### src/hw/rtl/bfha_pkg.sv
// Shared codes and widths for the best-fit heap allocator.
package bfha_pkg;

    // Operation codes
    localparam logic FUNC_ALLOC = 1'b0;
    localparam logic FUNC_FREE  = 1'b1;

    // Result status codes
    localparam logic [1:0] ST_OK       = 2'd0;
    localparam logic [1:0] ST_ZERO     = 2'd1;
    localparam logic [1:0] ST_NO_FIT   = 2'd2;
    localparam logic [1:0] ST_BAD_ADDR = 2'd3;

    // Configuration register indexes
    localparam logic CFG_HEAP_BASE = 1'b0;
    localparam logic CFG_HEAP_SIZE = 1'b1;

    localparam int CFG_DATA_BITS = 32;
    localparam int SIZE_BITS     = 24;
    localparam int ADDR_BITS     = 32;

endpackage

### src/hw/rtl/bfha_req_if.sv
// Request and response channel interfaces.
interface bfha_req_if;
    logic        valid;
    logic        ready;
    logic        func;
    logic [23:0] request_size;
    logic [31:0] address;

    modport source (output valid, func, request_size, address, input ready);
    modport sink   (input valid, func, request_size, address, output ready);
endinterface

interface bfha_rsp_if;
    logic        valid;
    logic        ready;
    logic [1:0]  status;
    logic [31:0] result_address;
    logic [23:0] free_space;

    modport source (output valid, status, result_address, free_space, input ready);
    modport sink   (input valid, status, result_address, free_space, output ready);
endinterface

### src/hw/rtl/bfha_ram.sv
// Generic single-port-write, single-port-read RAM with registered read.
module bfha_ram #(
    parameter int WIDTH = 8,
    parameter int DEPTH = 64
) (
    input  logic                     clk,
    input  logic                     we,
    input  logic [$clog2(DEPTH)-1:0] waddr,
    input  logic [WIDTH-1:0]         wdata,
    input  logic [$clog2(DEPTH)-1:0] raddr,
    output logic [WIDTH-1:0]         rdata
);
    logic [WIDTH-1:0] mem [DEPTH];

    // Write port and registered read port
    always_ff @(posedge clk)
    begin
        if (we)
        begin
            mem[waddr] <= wdata;
        end
        rdata <= mem[raddr];
    end
endmodule

### src/hw/rtl/best_fit_heap_allocator.sv
// Best-fit heap allocator: a sequenced table of blocks kept in one RAM.
// Each operation runs through a controller that walks the table one entry per
// cycle through a RAM with one write port and one registered read port. An
// allocation scans all N table entries, then, on a split, moves the entries
// above the chosen one up by one, each move being a read state then a write
// state. A free scans until the hit, then merges, moving entries down by one or
// two places the same way. A configuration write rebuilds the table (three
// entries, or none if the heap is under two headers), during which no request
// is taken. One request is in work at a time; the result sits in an output
// register and the next request is held off until that result beat has been
// taken.
module best_fit_heap_allocator
    import bfha_pkg::*;
#(
    parameter int MAX_BLOCKS   = 64,
    parameter int HEADER_BYTES = 16,
    parameter int WORD_BYTES   = 8,
    parameter int OFFSET_BITS  = 24
) (
    input  logic                     clk,
    input  logic                     rst_n,
    input  logic                     cfg_we,
    input  logic                     cfg_index,
    input  logic [CFG_DATA_BITS-1:0] cfg_data,
    bfha_req_if.sink                 req,
    bfha_rsp_if.source               rsp
);
    localparam int IW = $clog2(MAX_BLOCKS);
    localparam int CW = $clog2(MAX_BLOCKS + 1);
    localparam int EW = 2 * OFFSET_BITS + 1;

    localparam logic [3:0] S_IDLE  = 4'd0;
    localparam logic [3:0] S_INIT  = 4'd1;
    localparam logic [3:0] S_SCAN  = 4'd2;
    localparam logic [3:0] S_DEC   = 4'd3;
    localparam logic [3:0] S_MVRD  = 4'd4;
    localparam logic [3:0] S_MVWR  = 4'd5;
    localparam logic [3:0] S_SPLIT = 4'd6;
    localparam logic [3:0] S_NBRD  = 4'd7;
    localparam logic [3:0] S_NBCHK = 4'd8;
    localparam logic [3:0] S_DONE  = 4'd9;
    localparam logic [3:0] S_PVCHK = 4'd10;

    typedef struct packed {
        logic [OFFSET_BITS-1:0] off;
        logic [OFFSET_BITS-1:0] len;
        logic                   free;
    } entry_t;

    // Table memory
    logic          we;
    logic [IW-1:0] waddr, raddr;
    entry_t        wdata, rdata;

    bfha_ram #(.WIDTH(EW), .DEPTH(MAX_BLOCKS)) u_table (
        .clk(clk), .we(we), .waddr(waddr), .wdata(wdata),
        .raddr(raddr), .rdata(rdata)
    );

    logic [3:0]             state_reg;
    logic [31:0]            base_reg;
    logic [23:0]            size_reg;
    logic [CW-1:0]          count_reg;
    logic [23:0]            fcnt_reg;
    logic                   func_reg;
    logic [OFFSET_BITS:0]   total_reg;
    logic [32:0]            rel_reg;
    logic [CW-1:0]          idx_reg;     // scan/read index
    logic                   found_reg;
    logic [IW-1:0]          best_reg;
    entry_t                 best_ent_reg;
    entry_t                 hold_reg;    // entry being merged / updated
    logic [CW-1:0]          mv_reg;      // move cursor
    logic [CW-1:0]          mv_end_reg;
    logic [1:0]             gap_reg;     // move distance down (free); unused for up
    logic                   up_reg;
    logic                   prev_free_reg;
    entry_t                 prev_reg;
    logic [1:0]             initc_reg;
    logic                   rsp_valid_reg;
    logic [1:0]             st_reg;
    logic [31:0]            ra_reg;
    logic                   rd_v_reg;    // read issued last cycle

    // Request decode
    logic [24:0]            aligned;
    logic [OFFSET_BITS+1:0] total_calc;
    assign aligned    = (25'(req.request_size) + 25'(WORD_BYTES - 1)) &
                        ~25'(WORD_BYTES - 1) ;
    assign total_calc = (OFFSET_BITS+2)'(aligned) + (OFFSET_BITS+2)'(HEADER_BYTES);

    logic       take;
    assign req.ready = (state_reg == S_IDLE) && !rsp_valid_reg && !cfg_we;
    assign take      = req.valid && req.ready;

    assign rsp.valid          = rsp_valid_reg;
    assign rsp.status         = st_reg;
    assign rsp.result_address = ra_reg;
    assign rsp.free_space     = fcnt_reg;

    // Scan compares on the entry returned by the RAM
    logic fit, better, hit_c;
    logic [OFFSET_BITS:0] lo_c, hi_c;
    assign fit    = rdata.free && ({1'b0, rdata.len} >= total_reg);
    assign better = !found_reg || (rdata.len < best_ent_reg.len);
    assign lo_c   = {1'b0, rdata.off} + (OFFSET_BITS+1)'(HEADER_BYTES);
    assign hi_c   = {1'b0, rdata.off} + {1'b0, rdata.len};
    assign hit_c  = !rdata.free && (rel_reg >= 33'(lo_c)) && (rel_reg < 33'(hi_c));

    logic split_c;
    assign split_c = {1'b0, best_ent_reg.len} >=
                     total_reg + (OFFSET_BITS+1)'(HEADER_BYTES + WORD_BYTES);

    logic [OFFSET_BITS-1:0] init_len1, init_off2;
    assign init_len1 = OFFSET_BITS'(size_reg - 24'(2 * HEADER_BYTES));
    assign init_off2 = OFFSET_BITS'(size_reg - 24'(HEADER_BYTES));

    // Sequencer
    always_ff @(posedge clk or negedge rst_n)
    begin
        if (!rst_n)
        begin
            state_reg     <= S_INIT;
            base_reg      <= '0;
            size_reg      <= 24'd65536;
            count_reg     <= '0;
            fcnt_reg      <= '0;
            initc_reg     <= '0;
            rsp_valid_reg <= 1'b0;
            rd_v_reg      <= 1'b0;
            found_reg     <= 1'b0;
        end
        else
        begin
            if (rsp.valid && rsp.ready)
            begin
                rsp_valid_reg <= 1'b0;
            end
            if (cfg_we)
            begin
                if (cfg_index == CFG_HEAP_BASE)
                begin
                    base_reg <= cfg_data;
                end
                else
                begin
                    size_reg <= cfg_data[23:0];
                end
                state_reg <= S_INIT;
                initc_reg <= '0;
            end
            else
            begin
                unique case (state_reg)
                    S_INIT:
                    begin
                        if (size_reg < 24'(2 * HEADER_BYTES))
                        begin
                            count_reg <= '0;
                            fcnt_reg  <= '0;
                            state_reg <= S_IDLE;
                        end
                        else
                        begin
                            initc_reg <= initc_reg + 2'd1;
                            if (initc_reg == 2'd2)
                            begin
                                count_reg <= CW'(3);
                                fcnt_reg  <= size_reg - 24'(2 * HEADER_BYTES);
                                state_reg <= S_IDLE;
                            end
                        end
                    end
                    S_IDLE:
                    begin
                        if (take)
                        begin
                            func_reg  <= req.func;
                            total_reg <= total_calc[OFFSET_BITS:0];
                            rel_reg   <= {1'b0, req.address} - {1'b0, base_reg};
                            idx_reg   <= '0;
                            found_reg <= 1'b0;
                            rd_v_reg  <= 1'b0;
                            ra_reg    <= '0;
                            if (req.func == FUNC_ALLOC && req.request_size == '0)
                            begin
                                st_reg        <= ST_ZERO;
                                rsp_valid_reg <= 1'b1;
                            end
                            else if (req.func == FUNC_ALLOC &&
                                     total_calc[OFFSET_BITS+1])
                            begin
                                st_reg        <= ST_NO_FIT;
                                rsp_valid_reg <= 1'b1;
                            end
                            else if (req.func == FUNC_FREE &&
                                     (req.address < base_reg ||
                                      {1'b0, req.address} - {1'b0, base_reg} >=
                                      33'(size_reg)))
                            begin
                                st_reg        <= ST_BAD_ADDR;
                                rsp_valid_reg <= 1'b1;
                            end
                            else
                            begin
                                state_reg <= S_SCAN;
                            end
                        end
                    end
                    S_SCAN:
                    begin
                        // issue reads idx, evaluate the one from last cycle
                        rd_v_reg <= (idx_reg < count_reg);
                        if (idx_reg < count_reg)
                        begin
                            idx_reg <= idx_reg + CW'(1);
                        end
                        if (rd_v_reg)
                        begin
                            if (func_reg == FUNC_ALLOC)
                            begin
                                if (fit && better)
                                begin
                                    found_reg    <= 1'b1;
                                    best_reg     <= IW'(idx_reg - CW'(1));
                                    best_ent_reg <= rdata;
                                end
                            end
                            else if (hit_c)
                            begin
                                best_reg     <= IW'(idx_reg - CW'(1));
                                best_ent_reg <= rdata;
                                hold_reg     <= rdata;
                                found_reg    <= 1'b1;
                                rd_v_reg     <= 1'b0;
                                state_reg    <= S_DEC;
                            end
                        end
                        if (!(idx_reg < count_reg) && !(rd_v_reg && func_reg == FUNC_FREE
                                                         && hit_c))
                        begin
                            state_reg <= S_DEC;
                        end
                    end
                    S_DEC:
                    begin
                        if (!found_reg)
                        begin
                            st_reg        <= (func_reg == FUNC_ALLOC) ? ST_NO_FIT
                                                                      : ST_BAD_ADDR;
                            rsp_valid_reg <= 1'b1;
                            state_reg     <= S_IDLE;
                        end
                        else if (func_reg == FUNC_ALLOC)
                        begin
                            if (split_c)
                            begin
                                if (count_reg >= CW'(MAX_BLOCKS))
                                begin
                                    st_reg        <= ST_NO_FIT;
                                    rsp_valid_reg <= 1'b1;
                                    state_reg     <= S_IDLE;
                                end
                                else
                                begin
                                    // shift entries [best+1, count) up by one
                                    up_reg     <= 1'b1;
                                    mv_reg     <= count_reg;
                                    mv_end_reg <= CW'(best_reg) + CW'(1);
                                    state_reg  <= S_MVRD;
                                end
                            end
                            else
                            begin
                                fcnt_reg  <= fcnt_reg - 24'(best_ent_reg.len);
                                state_reg <= S_DONE;
                            end
                        end
                        else
                        begin
                            // free: read the next entry
                            fcnt_reg      <= fcnt_reg + 24'(best_ent_reg.len);
                            hold_reg.free <= 1'b1;
                            prev_free_reg <= 1'b0;
                            state_reg     <= S_NBRD;
                        end
                    end
                    S_NBRD:
                    begin
                        // read issued for next (best+1) this cycle
                        state_reg <= S_NBCHK;
                    end
                    S_NBCHK:
                    begin
                        gap_reg <= 2'd0;
                        if (CW'(best_reg) + CW'(1) < count_reg && rdata.free)
                        begin
                            hold_reg.len <= hold_reg.len + rdata.len;
                            gap_reg      <= 2'd1;
                        end
                        if (best_reg != '0)
                        begin
                            state_reg <= S_PVCHK;
                        end
                        else
                        begin
                            prev_free_reg <= 1'b0;
                            state_reg     <= S_SPLIT;
                        end
                    end
                    S_PVCHK:
                    begin
                        // read of prev issued in S_NBCHK
                        prev_reg      <= rdata;
                        prev_free_reg <= rdata.free;
                        state_reg     <= S_SPLIT;
                    end
                    S_SPLIT:
                    begin
                        if (func_reg == FUNC_ALLOC)
                        begin
                            fcnt_reg  <= fcnt_reg - 24'(total_reg);
                            count_reg <= count_reg + CW'(1);
                            state_reg <= S_DONE;
                        end
                        else
                        begin
                            // merged entry written this cycle; then compact
                            up_reg     <= 1'b0;
                            mv_end_reg <= count_reg;
                            if (prev_free_reg)
                            begin
                                gap_reg <= gap_reg + 2'd1;
                                mv_reg  <= CW'(best_reg) + CW'(1) + CW'(gap_reg);
                            end
                            else
                            begin
                                mv_reg <= CW'(best_reg) + CW'(1) + CW'(gap_reg);
                            end
                            state_reg <= S_MVRD;
                        end
                    end
                    S_MVRD:
                    begin
                        if (up_reg)
                        begin
                            if (mv_reg == mv_end_reg)
                            begin
                                state_reg <= S_SPLIT;
                            end
                            else
                            begin
                                state_reg <= S_MVWR;
                            end
                        end
                        else
                        begin
                            if (mv_reg >= mv_end_reg || gap_reg == 2'd0)
                            begin
                                count_reg <= count_reg - CW'(gap_reg);
                                st_reg        <= ST_OK;
                                rsp_valid_reg <= 1'b1;
                                state_reg     <= S_IDLE;
                            end
                            else
                            begin
                                state_reg <= S_MVWR;
                            end
                        end
                    end
                    S_MVWR:
                    begin
                        mv_reg    <= up_reg ? mv_reg - CW'(1) : mv_reg + CW'(1);
                        state_reg <= S_MVRD;
                    end
                    S_DONE:
                    begin
                        st_reg        <= ST_OK;
                        ra_reg        <= base_reg + 32'(best_ent_reg.off) +
                                         32'(HEADER_BYTES);
                        rsp_valid_reg <= 1'b1;
                        state_reg     <= S_IDLE;
                    end
                    default:
                    begin
                        state_reg <= S_IDLE;
                    end
                endcase
            end
        end
    end

    // RAM address and write data
    always_comb
    begin
        we    = 1'b0;
        waddr = '0;
        wdata = '0;
        raddr = IW'(idx_reg);
        unique case (state_reg)
            S_INIT:
            begin
                we    = !cfg_we && (size_reg >= 24'(2 * HEADER_BYTES));
                waddr = IW'(initc_reg);
                unique case (initc_reg)
                    2'd0:    wdata = '{off: '0, len: OFFSET_BITS'(HEADER_BYTES),
                                       free: 1'b0};
                    2'd1:    wdata = '{off: OFFSET_BITS'(HEADER_BYTES), len: init_len1,
                                       free: 1'b1};
                    default: wdata = '{off: init_off2, len: OFFSET_BITS'(HEADER_BYTES),
                                       free: 1'b0};
                endcase
            end
            S_DEC:
            begin
                raddr = best_reg + IW'(1);
                if (func_reg == FUNC_ALLOC && !split_c && found_reg)
                begin
                    we    = 1'b1;
                    waddr = best_reg;
                    wdata = '{off: best_ent_reg.off, len: best_ent_reg.len, free: 1'b0};
                end
            end
            S_NBRD:
            begin
                raddr = best_reg + IW'(1);
            end
            S_NBCHK:
            begin
                raddr = best_reg - IW'(1);
            end
            S_SPLIT:
            begin
                we = 1'b1;
                if (func_reg == FUNC_ALLOC)
                begin
                    waddr = best_reg;
                    wdata = '{off: best_ent_reg.off, len: total_reg[OFFSET_BITS-1:0],
                              free: 1'b0};
                end
                else if (prev_free_reg)
                begin
                    waddr = best_reg - IW'(1);
                    wdata = '{off: prev_reg.off, len: prev_reg.len + hold_reg.len,
                              free: 1'b1};
                end
                else
                begin
                    waddr = best_reg;
                    wdata = hold_reg;
                end
            end
            S_MVRD:
            begin
                if (up_reg)
                begin
                    raddr = IW'(mv_reg - CW'(1));
                    if (mv_reg == mv_end_reg)
                    begin
                        // new free tail of the split block
                        we    = 1'b1;
                        waddr = IW'(mv_reg);
                        wdata = '{off: best_ent_reg.off + total_reg[OFFSET_BITS-1:0],
                                  len: best_ent_reg.len - total_reg[OFFSET_BITS-1:0],
                                  free: 1'b1};
                    end
                end
                else
                begin
                    raddr = IW'(mv_reg);
                end
            end
            S_MVWR:
            begin
                we    = 1'b1;
                wdata = rdata;
                waddr = up_reg ? IW'(mv_reg) : IW'(mv_reg - CW'(gap_reg));
            end
            default:
            begin
            end
        endcase
    end

    // Checks
    a_count_bound: assert property (@(posedge clk) disable iff (!rst_n)
        count_reg <= CW'(MAX_BLOCKS))
        else $error("table count exceeds capacity");
    a_no_take_busy: assert property (@(posedge clk) disable iff (!rst_n)
        take |-> state_reg == S_IDLE)
        else $error("request taken while busy");
    a_rsp_hold: assert property (@(posedge clk) disable iff (!rst_n)
        rsp.valid && !rsp.ready |=> rsp.valid && $stable(st_reg))
        else $error("response dropped before taken");
    a_alloc_addr: assert property (@(posedge clk) disable iff (!rst_n)
        $rose(rsp_valid_reg) && st_reg != ST_OK |-> ra_reg == '0)
        else $error("failed operation returns an address");
endmodule

### src/flat_wrapper.sv
// flat-port wrapper written by rule: the top's interface ports become plain ports
module best_fit_heap_allocator_flat import bfha_pkg::*;
#(
    parameter int MAX_BLOCKS   = 64,
    parameter int HEADER_BYTES = 16,
    parameter int WORD_BYTES   = 8,
    parameter int OFFSET_BITS  = 24
)
  (clk, rst_n, cfg_we, cfg_index, cfg_data, req_valid, req_func, req_request_size, req_address, req_ready, rsp_valid, rsp_status, rsp_result_address, rsp_free_space, rsp_ready);
  bfha_req_if req_i ();
  bfha_rsp_if rsp_i ();
  input  logic clk;
  input  logic rst_n;
  input  logic cfg_we;
  input  logic cfg_index;
  input  logic [CFG_DATA_BITS-1:0] cfg_data;
  input wire logic [$bits(req_i.valid)-1:0] req_valid;
  input wire logic [$bits(req_i.func)-1:0] req_func;
  input wire logic [$bits(req_i.request_size)-1:0] req_request_size;
  input wire logic [$bits(req_i.address)-1:0] req_address;
  output wire logic [$bits(req_i.ready)-1:0] req_ready;
  output wire logic [$bits(rsp_i.valid)-1:0] rsp_valid;
  output wire logic [$bits(rsp_i.status)-1:0] rsp_status;
  output wire logic [$bits(rsp_i.result_address)-1:0] rsp_result_address;
  output wire logic [$bits(rsp_i.free_space)-1:0] rsp_free_space;
  input wire logic [$bits(rsp_i.ready)-1:0] rsp_ready;
  assign req_i.valid = req_valid;
  assign req_i.func = req_func;
  assign req_i.request_size = req_request_size;
  assign req_i.address = req_address;
  assign req_ready = req_i.ready;
  assign rsp_valid = rsp_i.valid;
  assign rsp_status = rsp_i.status;
  assign rsp_result_address = rsp_i.result_address;
  assign rsp_free_space = rsp_i.free_space;
  assign rsp_i.ready = rsp_ready;
  best_fit_heap_allocator #(.MAX_BLOCKS(MAX_BLOCKS), .HEADER_BYTES(HEADER_BYTES), .WORD_BYTES(WORD_BYTES), .OFFSET_BITS(OFFSET_BITS)) u_core (.clk(clk), .rst_n(rst_n), .cfg_we(cfg_we), .cfg_index(cfg_index), .cfg_data(cfg_data), .req(req_i), .rsp(rsp_i));
endmodule
### config.mk
export PLATFORM = sky130hd
export DESIGN_NAME = best_fit_heap_allocator_flat
export DESIGN_NICKNAME = d
export VERILOG_FILES = /design/src/hw/rtl/bfha_pkg.sv /design/src/hw/rtl/bfha_req_if.sv /design/src/hw/rtl/bfha_ram.sv /design/src/hw/rtl/best_fit_heap_allocator.sv /design/src/flat_wrapper.sv
export SDC_FILE = /design/constraint.sdc
export NUM_CORES = 2
export LEC_CHECK = 0
export ABC_AREA = 0
export BUFFER_PORTS_ARGS = -buffer_cell sky130_fd_sc_hd__buf_2
export CORE_MARGIN = 2
export CORE_UTILIZATION = 63
export DETAILED_ROUTE_END_ITERATION = 7
export PLACE_DENSITY_LB_ADDON = 0.05
export SETUP_SLACK_MARGIN = 0.05
export SLEW_MARGIN = 20
export SYNTH_ARGS = -nofsm -noshare
export SYNTH_HDL_FRONTEND = slang
export SYNTH_SLANG_ARGS = --single-unit
export TNS_END_PERCENT = 50
### constraint.sdc
create_clock -name clk -period 11.2 [get_ports clk]
set_input_delay 1.68 -clock clk [delete_from_list [all_inputs] [get_ports clk]]
set_output_delay 1.68 -clock clk [all_outputs]
set_load 0.01 [all_outputs]
==> run summary <==
### Outcome
• finished clean — result of the run

### Power and ir drop
• 0.1644 mV — worst ir drop on vdd
• 0.05773 uW — static leakage
• 177.3 nW/um2 — pwr dens

### Route
• 13810 — count of routing violations after the opening detailed-route iteration
• 8 — iteration count of the initial detailed-routing pass
• 35.53 um — routed len/inst
• 456000 um — routed wire length
• 0 — ANT nets after route
• 0 — DRC Markers
• 89740 — total via count after detailed routing
• 6.993 — DR vias/cell

### Clocking
• 0.99 ns — source-to-sink clock delay at the later pin of the worst-skew pair
• 0 — count of instances resized after the clock tree is built
• 3547 — TritonCTS Sinks
• 5 — Clock H-tree levels
• 0 — Post-CTS Hold Fix Bufs
• 0 — post-CTS setup buffers
• done — TritonCTS clock tree
• 0.06 ns — clock transition at the register clock pins on the worst setup and hold paths after CTS
• sky130_fd_sc_hd__clkbuf_16 — clk root buf
• 4 — deepest clock path buffer count
• 366 — CTS Buf Count

### Synthesis
• 66.53% — fraction of synthesized cell area taken by the top area cell type
• sky130_fd_sc_hd__edfxtp_1 — Synth area leader
• sky130_fd_sc_hd__edfxtp_1 — predominant post-synthesis flop cell
• 16.96 um2 — mean instance size in the synthesized netlist
• multiplexers — dominant combinational cell family by area after synthesis
• 2.707% — share of synthesized flip-flops with an asynchronous set or reset
• 3547 — flops & latches, synth
• 98 — distinct cell type count of the synthesized netlist
• 12.01% — proportion of synthesized area in mux cells
• 5.132% — simple-gate share of the synthesized area
• 68.74% — sequential fraction of the synthesis area
• 3.585% — Synth Area in Adders
• 153500 um2 — cell area after technology mapping
• sky130_fd_sc_hd__edfxtp_1, sky130_fd_sc_hd__mux4_2, sky130_fd_sc_hd__ha_1 — synth top area cells
• 3402 — EDFF count, synth
• 6.907% — compound-cell area share of the yosys netlist
• 1.848% — synthesized-area fraction occupied by xor and xnor cells
• 9053 — instance count of the mapped netlist
• 9580 — syn_nets
• 0 — Yosys Warn Count

### Placement
• 284200 um — half-perimeter wire length after placement
• 154 — count of input and output buffers
• 0.9810 — placer's final routability congestion estimate
• 3.250 ns — worst slack after detailed placement

### Job
• 0 — count of max-cap constraint violations

### Global routing
• 36 — number of antenna violations at the first check in global routing
• 87800 — via count of the first global-routing pass
• 644400 um — global-route wire length before repair
• 36.82% — total track usage
• 0 — overflow left after global routing
• 146 — maximum number of pins on one net before global-route repair

### Die
• 497.7 um — DIE WIDTH
• 155 — io pins
• 247700 um2 — Die Area
• 242800 um2 — Core Area
• 497.7 um — height of the die
• 181 — row cnt
• 63.25% — initial core utilization

### STA
• 15.33% — relative max-transition margin
• 125.5 MHz — highest attainable clock frequency
• 71.15% — final cycle utilization of the critical path
• 0 — Final setup violation count
• 3.232 ns — post-route worst setup slack
• 0 ns — Setup TNS Final
• 7.968 ns — shortest period the worst path allows
• 0.5604 ns — worst hold-check slack
• 1.262 ns — slew of the pin with the lowest slew margin
• no — setup repair after global routing missed its margin
• 0 — Final Hold Vio Count
• 0 — number of max-slew violations in the final report
• 0.1050 ns — Worst Skew

### Finish
• 3136 — number of flip-flops in the largest register
• sky130_fd_sc_hd__edfxtp_1, sky130_fd_sc_hd__mux4_2, sky130_fd_sc_hd__nand2_1, sky130_fd_sc_hd__ha_1, sky130_fd_sc_hd__clkbuf_16 — most frequent cells in the layout
• 19.66% — fraction of final layout cells sized beyond drive strength 1
• 9872 — count of nets after finishing
• sky130_fd_sc_hd__edfxtp_1 — most common cell after layout, fill and taps aside
• 70.42% — utilization after layout
• 11.33% — Area growth syn-to-layout

### Worst setup path
• 1.09 ns — CP peak stage delay
• flip-flop to flip-flop — classification of the worst setup path
• 8.58 ns — Critical Path AT
• 30 — crit path max fanout
• simple AND/OR/NAND/NOR gates — Largest delay share family, worst path
• flip-flop — Worst Setup Start Kind
• 3 — combined buffer and inverter count along the critical path
• flip-flop — CP endpoint kind
• inv_1, ha_1, nor3_1, nand3_1, or3_1, nor3b_1, nand3_1, xnor2_1, ha_1, a2111o_1, a211oi_1, o21ai_0, a41oi_1, a21oi_2, nor2_2, buf_4, a221o_1, and2_1, nand2_1, nor2_4, buf_4 — critical path cell sequence
• 11.81 ns — Worst Path Required
• sky130_fd_sc_hd__nor2_4 — Critical-path top delay cell

### Hold path
• flip-flop to flip-flop — worst min path class

[path summary, 6_finish.rpt]
check / start / end / slack, ns / cells after the start
max reg2reg: u_core.total_reg[4] / u_core.u_table.mem[38][9] / 3.23 / 21
min reg2reg: u_core.base_reg[0] / u_core.base_reg[0] / 0.56 / 1
max: u_core.total_reg[4] / u_core.u_table.mem[38][9] / 3.23 / 21
max in group asynchronous: rst_n / u_core.rd_v_reg / 8.90 / 3
min: u_core.base_reg[0] / u_core.base_reg[0] / 0.56 / 1
min in group asynchronous: rst_n / u_core.state_reg[2] / 0.67 / 1
[worst reg2reg max path, stage by stage (launching register included)]
cell                       delay [ns]
sky130_fd_sc_hd__edfxtp_1        0.46
sky130_fd_sc_hd__inv_1           0.23
sky130_fd_sc_hd__ha_1            0.27
sky130_fd_sc_hd__nor3_1          0.28
sky130_fd_sc_hd__nand3_1         0.21
sky130_fd_sc_hd__or3_1           0.46
sky130_fd_sc_hd__nor3b_1         0.42
sky130_fd_sc_hd__nand3_1         0.17
sky130_fd_sc_hd__xnor2_1         0.17
sky130_fd_sc_hd__ha_1            0.21
sky130_fd_sc_hd__a2111o_1        0.40
sky130_fd_sc_hd__a211oi_1        0.27
sky130_fd_sc_hd__o21ai_0         0.14
sky130_fd_sc_hd__a41oi_1         0.22
sky130_fd_sc_hd__a21oi_2         0.28
sky130_fd_sc_hd__nor2_2          0.26
sky130_fd_sc_hd__buf_4           0.44
sky130_fd_sc_hd__a221o_1         0.33
sky130_fd_sc_hd__and2_1          0.17
sky130_fd_sc_hd__nand2_1         0.58
sky130_fd_sc_hd__nor2_4          1.09
sky130_fd_sc_hd__buf_4           0.56
[metrics by stage]
step / cells / total power (uW) / instance area (um2)
detailed placement: 12180 / 18720 / 159400
floorplan: 9053 / 17390 / 153500
global placement: 12180 / 18640 / 159400
global route: 12830 / 31140 / 170900
CTS: 12820 / 30330 / 170900
finish: 12830 / 30310 / 170900
[cells in the mapped netlist (26+ instances only)]
library cell / n
sky130_fd_sc_hd__a211oi_1: 273
sky130_fd_sc_hd__a21oi_1: 349
sky130_fd_sc_hd__nand3_1: 110
sky130_fd_sc_hd__a21o_1: 129
sky130_fd_sc_hd__dfrtp_1: 94
sky130_fd_sc_hd__ha_1: 420
sky130_fd_sc_hd__mux4_2: 784
sky130_fd_sc_hd__nand2b_1: 36
sky130_fd_sc_hd__o21ai_0: 230
sky130_fd_sc_hd__nor2_1: 321
sky130_fd_sc_hd__clkbuf_1: 274
sky130_fd_sc_hd__and3_1: 46
sky130_fd_sc_hd__xnor2_1: 209
sky130_fd_sc_hd__edfxtp_1: 3402
sky130_fd_sc_hd__a222oi_1: 27
sky130_fd_sc_hd__mux2i_1: 33
sky130_fd_sc_hd__mux2_2: 40
sky130_fd_sc_hd__nand4_1: 39
sky130_fd_sc_hd__dfxtp_1: 49
sky130_fd_sc_hd__nor2b_1: 47
sky130_fd_sc_hd__a221oi_1: 26
sky130_fd_sc_hd__buf_2: 145
sky130_fd_sc_hd__nor3_1: 77
sky130_fd_sc_hd__and2_1: 205
sky130_fd_sc_hd__nand2_1: 667
sky130_fd_sc_hd__xor2_1: 115
sky130_fd_sc_hd__a31oi_1: 124
sky130_fd_sc_hd__a311oi_1: 105
sky130_fd_sc_hd__o21a_1: 47
sky130_fd_sc_hd__inv_1: 197
[logic make-up (layout without fill, tap and decap cells)]
logic type / count (synthesis) / in the layout
buf+inv: 651 / 1222
simple gates: 1675 / 1675
fa+ha+maj: 433 / 433
flops: 3547 / 3547
compound gates: 1566 / 1566
xor+xnor: 324 / 324
mux: 857 / 857
other cells: 0 / 7
[power breakdown]
group | leakage, uW | switching, uW | total (uW) | internal, uW
Combinational | 0.0192 | 2240 | 3300 | 1060
Sequential | 0.0329 | 217 | 15200 | 15000
Clock | 0.00560 | 4990 | 11800 | 6800
[layout make-up]
class / count / area, um2
inverter: 203 / 762.0
sequential: 3547 / 105500
timing repair buffer: 372 / 2705
multi-input combinational: 4855 / 46450
fill: 15270 / 71820
clock inverter: 184 / 1694
antenna: 7 / 17.52
tap: 3202 / 4006
clock buffer: 463 / 9772
[layer usage]
metal / track usage, % / vias to the layer above / routed length [um]
li1: - / 37060 / -
met1: 50.05 / 46060 / 164100
met2: 56.69 / 5588 / 212700
met3: 8.913 / 1004 / 53010
met4: 17.83 / 22 / 25910
met5: 0.3087 / - / 226
Power figures use the tool's default switching activity.
